`src/rtl/core/rgbhsv_pkg.sv`:
```
// Shared types and default constants for the RGB to HSV pixel converter.
package rgbhsv_pkg;

    localparam int CHANNEL_BITS_DEF  = 8;
    localparam int FRACTION_BITS_DEF = 16;

    // Control that travels with each item down the divider chain.
    typedef struct packed {
        logic valid;
        logic sat_zero;
        logic hue_zero;
    } t_ctl;

endpackage

```
`src/rtl/core/rgbhsv_front.sv`:
```
// Front stage: finds value, chroma and the hue sector numerator, then registers them.
module rgbhsv_front #(
    parameter int CHANNEL_BITS = 8,
    parameter int REM_BITS     = CHANNEL_BITS + 4
) (
    input  logic                    i_clk,
    input  logic                    i_rst_n,
    input  logic                    i_take,
    input  logic [CHANNEL_BITS-1:0] i_red,
    input  logic [CHANNEL_BITS-1:0] i_green,
    input  logic [CHANNEL_BITS-1:0] i_blue,
    output rgbhsv_pkg::t_ctl        o_ctl,
    output logic [REM_BITS-1:0]     o_sat_rem,
    output logic [CHANNEL_BITS-1:0] o_sat_div,
    output logic [REM_BITS-1:0]     o_hue_rem,
    output logic [REM_BITS-1:0]     o_hue_div
);
    import rgbhsv_pkg::*;

    logic [CHANNEL_BITS-1:0] w_max;
    logic [CHANNEL_BITS-1:0] w_min;
    logic [REM_BITS-1:0]     w_r;
    logic [REM_BITS-1:0]     w_g;
    logic [REM_BITS-1:0]     w_b;
    logic [REM_BITS-1:0]     w_c;
    logic [REM_BITS-1:0]     w_c6;
    logic [REM_BITS-1:0]     w_num;
    logic                    w_neg;

    t_ctl                    r_ctl,     n_ctl;
    logic [REM_BITS-1:0]     r_sat_rem, n_sat_rem;
    logic [CHANNEL_BITS-1:0] r_sat_div, n_sat_div;
    logic [REM_BITS-1:0]     r_hue_rem, n_hue_rem;
    logic [REM_BITS-1:0]     r_hue_div, n_hue_div;

    always_comb begin
        w_max = (i_red > i_green) ? i_red : i_green;
        if (i_blue > w_max) begin
            w_max = i_blue;
        end
        w_min = (i_red < i_green) ? i_red : i_green;
        if (i_blue < w_min) begin
            w_min = i_blue;
        end
        w_r  = REM_BITS'(i_red);
        w_g  = REM_BITS'(i_green);
        w_b  = REM_BITS'(i_blue);
        w_c  = REM_BITS'(w_max - w_min);
        w_c6 = (w_c << 2) + (w_c << 1);
        w_neg = 1'b0;
        // Ties for the maximum go to red, then to green.
        if (w_max == i_red) begin
            w_num = w_g - w_b;
            w_neg = (i_green < i_blue);
        end else if (w_max == i_green) begin
            w_num = w_b - w_r + (w_c << 1);
        end else begin
            w_num = w_r - w_g + (w_c << 2);
        end
        // A negative numerator is moved up by one full turn; the wrap drops it again.
        n_hue_rem = w_neg ? (w_num + w_c6) : w_num;
        n_hue_div = w_c6;
        n_sat_rem = w_c;
        n_sat_div = w_max;
        n_ctl.valid    = i_take;
        n_ctl.sat_zero = (w_max == '0);
        n_ctl.hue_zero = (w_c == '0);
    end

    always_ff @(posedge i_clk) begin
        if (!i_rst_n) begin
            r_ctl <= '0;
        end else begin
            r_ctl <= n_ctl;
        end
        r_sat_rem <= n_sat_rem;
        r_sat_div <= n_sat_div;
        r_hue_rem <= n_hue_rem;
        r_hue_div <= n_hue_div;
    end

    assign o_ctl     = r_ctl;
    assign o_sat_rem = r_sat_rem;
    assign o_sat_div = r_sat_div;
    assign o_hue_rem = r_hue_rem;
    assign o_hue_div = r_hue_div;

endmodule

```
`src/rtl/core/rgbhsv_cell.sv`:
```
// One divider cell: yields one quotient bit of saturation and of hue per item.
module rgbhsv_cell #(
    parameter int CHANNEL_BITS = 8,
    parameter int REM_BITS     = CHANNEL_BITS + 4,
    parameter int QUOT_BITS    = 17
) (
    input  logic                    i_clk,
    input  logic                    i_rst_n,
    input  rgbhsv_pkg::t_ctl        i_ctl,
    input  logic [REM_BITS-1:0]     i_sat_rem,
    input  logic [CHANNEL_BITS-1:0] i_sat_div,
    input  logic [QUOT_BITS-1:0]    i_sat_quot,
    input  logic [REM_BITS-1:0]     i_hue_rem,
    input  logic [REM_BITS-1:0]     i_hue_div,
    input  logic [QUOT_BITS-1:0]    i_hue_quot,
    output rgbhsv_pkg::t_ctl        o_ctl,
    output logic [REM_BITS-1:0]     o_sat_rem,
    output logic [CHANNEL_BITS-1:0] o_sat_div,
    output logic [QUOT_BITS-1:0]    o_sat_quot,
    output logic [REM_BITS-1:0]     o_hue_rem,
    output logic [REM_BITS-1:0]     o_hue_div,
    output logic [QUOT_BITS-1:0]    o_hue_quot
);
    import rgbhsv_pkg::*;

    logic [REM_BITS-1:0]     w_sat_div;
    logic                    w_sat_ge;
    logic [REM_BITS-1:0]     w_sat_diff;
    logic                    w_hue_ge;
    logic [REM_BITS-1:0]     w_hue_diff;

    t_ctl                    r_ctl,      n_ctl;
    logic [REM_BITS-1:0]     r_sat_rem,  n_sat_rem;
    logic [CHANNEL_BITS-1:0] r_sat_div,  n_sat_div;
    logic [QUOT_BITS-1:0]    r_sat_quot, n_sat_quot;
    logic [REM_BITS-1:0]     r_hue_rem,  n_hue_rem;
    logic [REM_BITS-1:0]     r_hue_div,  n_hue_div;
    logic [QUOT_BITS-1:0]    r_hue_quot, n_hue_quot;

    // Restoring step: compare, subtract when it fits, then double the remainder.
    always_comb begin
        w_sat_div  = REM_BITS'(i_sat_div);
        w_sat_ge   = (i_sat_rem >= w_sat_div);
        w_sat_diff = w_sat_ge ? (i_sat_rem - w_sat_div) : i_sat_rem;
        w_hue_ge   = (i_hue_rem >= i_hue_div);
        w_hue_diff = w_hue_ge ? (i_hue_rem - i_hue_div) : i_hue_rem;
        n_sat_rem  = w_sat_diff << 1;
        n_hue_rem  = w_hue_diff << 1;
        n_sat_quot = {i_sat_quot[QUOT_BITS-2:0], w_sat_ge};
        n_hue_quot = {i_hue_quot[QUOT_BITS-2:0], w_hue_ge};
        n_sat_div  = i_sat_div;
        n_hue_div  = i_hue_div;
        n_ctl      = i_ctl;
    end

    always_ff @(posedge i_clk) begin
        if (!i_rst_n) begin
            r_ctl <= '0;
        end else begin
            r_ctl <= n_ctl;
        end
        r_sat_rem  <= n_sat_rem;
        r_sat_div  <= n_sat_div;
        r_sat_quot <= n_sat_quot;
        r_hue_rem  <= n_hue_rem;
        r_hue_div  <= n_hue_div;
        r_hue_quot <= n_hue_quot;
    end

    assign o_ctl      = r_ctl;
    assign o_sat_rem  = r_sat_rem;
    assign o_sat_div  = r_sat_div;
    assign o_sat_quot = r_sat_quot;
    assign o_hue_rem  = r_hue_rem;
    assign o_hue_div  = r_hue_div;
    assign o_hue_quot = r_hue_quot;

endmodule

```
`src/rtl/core/rgb_to_hsv_pixel.sv`:
```
// Top level of the RGB to HSV pixel converter: front stage and a chain of divider cells.
//
// Usage: drive i_red, i_green and i_blue and raise start for one cycle per item.
// busy is held low, so an item is taken at every rising edge with start high,
// one pixel per clock, back to back without gaps.
// Each item passes through the front stage, which finds value, chroma and the
// hue numerator, and then through each of the FRACTION_BITS + 1 divider cells,
// each of which produces one quotient bit of saturation and one of hue.
// That chain length sets the latency; the rate is one item per cycle since
// every cell works on a different item.
// The result shows on o_hue, o_saturation and o_brightness for exactly one
// cycle, marked by o_valid. The receiver cannot hold it off and must take it
// in that cycle. Synchronous reset clears the valid flags along the chain,
// so no result appears until new items come in; the data path is not reset.
module rgb_to_hsv_pixel #(
    parameter int CHANNEL_BITS  = rgbhsv_pkg::CHANNEL_BITS_DEF,
    parameter int FRACTION_BITS = rgbhsv_pkg::FRACTION_BITS_DEF
) (
    input  logic                     i_clk,
    input  logic                     i_rst_n,
    input  logic                     start,
    output logic                     busy,
    input  logic [CHANNEL_BITS-1:0]  i_red,
    input  logic [CHANNEL_BITS-1:0]  i_green,
    input  logic [CHANNEL_BITS-1:0]  i_blue,
    output logic                     o_valid,
    output logic [FRACTION_BITS-1:0] o_hue,
    output logic [FRACTION_BITS:0]   o_saturation,
    output logic [CHANNEL_BITS-1:0]  o_brightness
);
    import rgbhsv_pkg::*;

    // Remainders hold up to twice six times the chroma.
    localparam int REM_BITS  = CHANNEL_BITS + 4;
    localparam int QUOT_BITS = FRACTION_BITS + 1;
    localparam int NUM_CELLS = FRACTION_BITS + 1;

    t_ctl                    w_ctl      [0:NUM_CELLS];
    logic [REM_BITS-1:0]     w_sat_rem  [0:NUM_CELLS];
    logic [CHANNEL_BITS-1:0] w_sat_div  [0:NUM_CELLS];
    logic [QUOT_BITS-1:0]    w_sat_quot [0:NUM_CELLS];
    logic [REM_BITS-1:0]     w_hue_rem  [0:NUM_CELLS];
    logic [REM_BITS-1:0]     w_hue_div  [0:NUM_CELLS];
    logic [QUOT_BITS-1:0]    w_hue_quot [0:NUM_CELLS];

    // The pipeline never stalls, so every start is taken.
    assign busy = 1'b0;

    rgbhsv_front #(
        .CHANNEL_BITS (CHANNEL_BITS),
        .REM_BITS     (REM_BITS)
    ) u_front (
        .i_clk     (i_clk),
        .i_rst_n   (i_rst_n),
        .i_take    (start && !busy),
        .i_red     (i_red),
        .i_green   (i_green),
        .i_blue    (i_blue),
        .o_ctl     (w_ctl[0]),
        .o_sat_rem (w_sat_rem[0]),
        .o_sat_div (w_sat_div[0]),
        .o_hue_rem (w_hue_rem[0]),
        .o_hue_div (w_hue_div[0])
    );

    // Quotients start empty; each cell shifts in one bit.
    assign w_sat_quot[0] = '0;
    assign w_hue_quot[0] = '0;

    // The first cell gives the integer bit: it is set for saturation only at
    // full saturation and is clear for hue whenever the chroma is nonzero,
    // since the hue numerator then stays below its divisor.
    for (genvar k = 0; k < NUM_CELLS; k++) begin : g_cell
        rgbhsv_cell #(
            .CHANNEL_BITS (CHANNEL_BITS),
            .REM_BITS     (REM_BITS),
            .QUOT_BITS    (QUOT_BITS)
        ) u_cell (
            .i_clk      (i_clk),
            .i_rst_n    (i_rst_n),
            .i_ctl      (w_ctl[k]),
            .i_sat_rem  (w_sat_rem[k]),
            .i_sat_div  (w_sat_div[k]),
            .i_sat_quot (w_sat_quot[k]),
            .i_hue_rem  (w_hue_rem[k]),
            .i_hue_div  (w_hue_div[k]),
            .i_hue_quot (w_hue_quot[k]),
            .o_ctl      (w_ctl[k+1]),
            .o_sat_rem  (w_sat_rem[k+1]),
            .o_sat_div  (w_sat_div[k+1]),
            .o_sat_quot (w_sat_quot[k+1]),
            .o_hue_rem  (w_hue_rem[k+1]),
            .o_hue_div  (w_hue_div[k+1]),
            .o_hue_quot (w_hue_quot[k+1])
        );
    end

    // A black pixel divides by zero value and a grey one by zero chroma; the
    // flags carried from the front stage force those results to zero.
    assign o_valid      = w_ctl[NUM_CELLS].valid;
    assign o_hue        = w_ctl[NUM_CELLS].hue_zero ? '0
                                                    : w_hue_quot[NUM_CELLS][FRACTION_BITS-1:0];
    assign o_saturation = w_ctl[NUM_CELLS].sat_zero ? '0 : w_sat_quot[NUM_CELLS];
    assign o_brightness = w_sat_div[NUM_CELLS];

endmodule
```
`config.mk`:
```
export PLATFORM = sky130hd
export DESIGN_NAME = rgb_to_hsv_pixel
export DESIGN_NICKNAME = d
export VERILOG_FILES = /design/src/rtl/core/rgbhsv_pkg.sv /design/src/rtl/core/rgbhsv_front.sv /design/src/rtl/core/rgbhsv_cell.sv /design/src/rtl/core/rgb_to_hsv_pixel.sv
export SDC_FILE = /design/constraint.sdc
export NUM_CORES = 2
export LEC_CHECK = 0
export BUFFER_PORTS_ARGS = -buffer_cell sky130_fd_sc_hd__buf_2
export CORE_MARGIN = 2
export CORE_UTILIZATION = 25
export CTS_CLUSTER_SIZE = 16
export DETAILED_ROUTE_END_ITERATION = 12
export PLACE_DENSITY = 0.48
export SYNTH_ARGS = -nofsm -noshare
export SYNTH_HDL_FRONTEND = slang
export SYNTH_SLANG_ARGS = --single-unit
```
`constraint.sdc`:
```
create_clock -name i_clk -period 11.21 [get_ports i_clk]
set_input_delay 2.242 -clock i_clk [delete_from_list [all_inputs] [get_ports i_clk]]
set_output_delay 2.242 -clock i_clk [all_outputs]
set_load 0.01 [all_outputs]
```
==> impl_metrics.tcl <==
set metrics [dict create \
    number_of_violations_of_the_max_capacitance_limit 0 \
    drt_iter0_drc 1140 \
    ys_types 69 \
    total_routed_wirelength_um 78900 \
    post_cts.resized_instances 0 \
    global_route_wire_length_before_repair_um 132000 \
    floorplan.die_area_um2 170000 \
    setup.worst_path.class "input pin to flip-flop" \
    fin_crit_ns 9.87 \
    max_clock_freq_mhz 101 \
    num_vias 26500 \
    layout_commonest_cell "sky130_fd_sc_hd__dfxtp_1" \
    synth-seq-cells 1030 \
    worst_clock_skew_ns 0.0370 \
    crit_path_max_fo 12 \
    overall_track_demand_over_capacity_in_global_routing_pct 9.34 \
    i_o_pin_count 70 \
    final_layout_size_suffix_gt1_share_pct 8.02 \
    numClockSinks 1030 \
    clk_path_buf_depth 3 \
    synth.yosys.seq_area_share_pct 49.4 \
    htreeDepth 3 \
    final_cell_mix "sky130_fd_sc_hd__dfxtp_1 (1,030), sky130_fd_sc_hd__inv_1 (521), sky130_fd_sc_hd__ha_1 (401)" \
    dp_hpwl_um 60500 \
    antenna_left 0 \
    holdBufCountCts 0 \
    clk-insertion-delay-late_ns 0.72 \
    layoutNonFillerInstCount 6540 \
    placed_cells_incl_taps 6331 \
    hold_viol 0 \
    synth-async-reset-ratio_pct 0 \
    worst-endpoint-arrival_ns 10.47 \
    drt_pass1_iterations 7 \
    start_kind "input pin" \
    setup_viol 0 \
    synthCells 4141 \
    post_synth.cell_area_avg_um2 10.1 \
    post_synth_instance_area_um2 41700 \
    critical_path.endpoint_type "flip-flop" \
    seqCellArea_um2 20600 \
    tightestPinTransition_ns 1.08 \
    core_area_um2 165000 \
    timing.max_slew.rel_slack_pct 28.2 \
    fillerInstances 17100 \
    core.rowCount 149 \
    required_ns 11.81 \
    mappedNetlistNets 4609 \
    path_clk_slew_ns 0.06 \
    num-nets-final 4725 \
    detail_route.wl_per_cell_um 12.1 \
    start_util_pct 25.2 \
    avgViaCountPerCell 4.06 \
    slew_viol_final 0 \
    multi_input_area_um2 18800 \
    first_global_vias 26800 \
    antenna_found_initial 0 \
    numCtsBuffers 113 \
    diodes 0 \
    drt_drc_violations_left 0 \
    finalWeightedCongestion 0.813 \
    synthToLayoutAreaGrowth_pct 16.4 \
    tritoncts "yes" \
    slowest_stage "sky130_fd_sc_hd__o21ai_0" \
    ctsRootBufferMaster "sky130_fd_sc_hd__clkbuf_16" \
    die-width_um 413 \
    run_status "complete, no violations" \
    yosys_warnings 0 \
    grt_setup_unrepaired "no" \
    grt_max_degree 55 \
    period_share_pct 88.0 \
    finalSetupTns_ns 0 \
    critPathMaxStageDelay_ns 0.42 \
    cp_common_cell "sky130_fd_sc_hd__a21oi_1" \
    port-buffer-count 68 \
    yosys_most_used_dff "sky130_fd_sc_hd__dfxtp_1" \
    min-delay-path-class "flip-flop to flip-flop" \
    post_cts_buffers 0 \
    fp.dieH_um 413 \
    number_of_enable_flip_flop_cells_after_synthesis 0 \
    overflow 0 \
]
stage by stage:
stage	hold slack, ns	setup WS, ns	utilization, %	instance area (um2)
after floorplan	0.310	1.19	-	41700
after global placement	0.310	0.789	27.0	44600
after detailed placement	0.312	0.660	27.0	44600
after CTS	0.308	1.44	29.4	48600
after global routing	0.315	0.461	29.4	48600
final	0.307	1.34	29.4	48600
critical path: cells and delay by family:
kind                       cells  cell delay, ns
AOI/OAI and AO/OA             18            3.62
xor gates and xnor gates       4            0.59
adders and majority gates      6            1.74
buffers and inverters          9            1.31
and+or+nand+nor                8            0.94
cell usage after synthesis, types with 56 or more instances:
cell                       instances  area [um2]
sky130_fd_sc_hd__xor2_1           80         701
sky130_fd_sc_hd__and2_1           85         532
sky130_fd_sc_hd__a21oi_1         361        1810
sky130_fd_sc_hd__o21ai_0         143         716
sky130_fd_sc_hd__nand3_1          58         290
sky130_fd_sc_hd__nor2b_1          93         582
sky130_fd_sc_hd__nor2_1          273        1020
sky130_fd_sc_hd__clkbuf_1         67         251
sky130_fd_sc_hd__xnor2_1         231        2020
sky130_fd_sc_hd__dfxtp_1        1030       20600
sky130_fd_sc_hd__nand4_1          56         350
sky130_fd_sc_hd__a21o_1          227        1700
sky130_fd_sc_hd__ha_1            401        5020
sky130_fd_sc_hd__inv_1           521        1960
sky130_fd_sc_hd__nand2b_1        102         638
final timing paths:
path	from	to	slack, ns	cells after the start
max	i_green[1]	u_front.o_hue_rem[11]	1.34	45
max reg2reg	u_front.o_sat_rem[0]	g_cell[0].u_cell.o_hue_rem[10]	7.69	14
min reg2reg	g_cell[8].u_cell.o_sat_quot[3]	g_cell[9].u_cell.o_sat_quot[4]	0.31	0
min	g_cell[8].u_cell.o_sat_quot[3]	g_cell[9].u_cell.o_sat_quot[4]	0.31	0
registers in the layout, summed over array words and instances (netlist names):
signal and cells:
g_cell.u_cell.o_sat_rem 176, g_cell.u_cell.o_hue_rem 161, u_front.o_hue_div 10, g_cell.u_cell.o_hue_div 176, u_front.o_sat_div 8, u_front.o_hue_rem 12
u_front.o_ctl 3, g_cell.u_cell.o_ctl 51, g_cell.u_cell.o_hue_quot 136, u_front.o_sat_rem 8, g_cell.u_cell.o_sat_quot 153, g_cell.u_cell.o_sat_div 136
cell families after synthesis:
group / count (synthesis) / synth area share, %
muxes: 65 / 1.72
adders and majority gates: 444 / 14.0
DFF: 1030 / 49.4
buffers and inverters: 601 / 5.43
xor gates and xnor gates: 311 / 6.53
AOI/OAI and AO/OA: 857 / 12.6
other: 1 / 0.00899
and+or+nand+nor: 832 / 10.3
metal layers:
layer | up-vias | share of wire (%) | GRT usage, %
met5 | - | 0 | 0
met4 | 0 | 3.1 | 3.78
met3 | 145 | 3.3 | 1.69
met2 | 287 | 49 | 16.8
met1 | 12100 | 45 | 10.8
li1 | 14000 | - | -
layout make-up:
class | instances | share of cell area (%)
timing repair buffer | 81 | 0.902
clock buffer | 160 | 6.79
multi-input combinational | 2510 | 38.8
inverter | 521 | 4.03
clock inverter | 49 | 1.37
tap | 2189 | 5.64
sequential | 1030 | 42.5
Power is left out: the tool's default activity adds up to more than one toggle a clock period on the data nets, which glitch-free logic cannot reach.
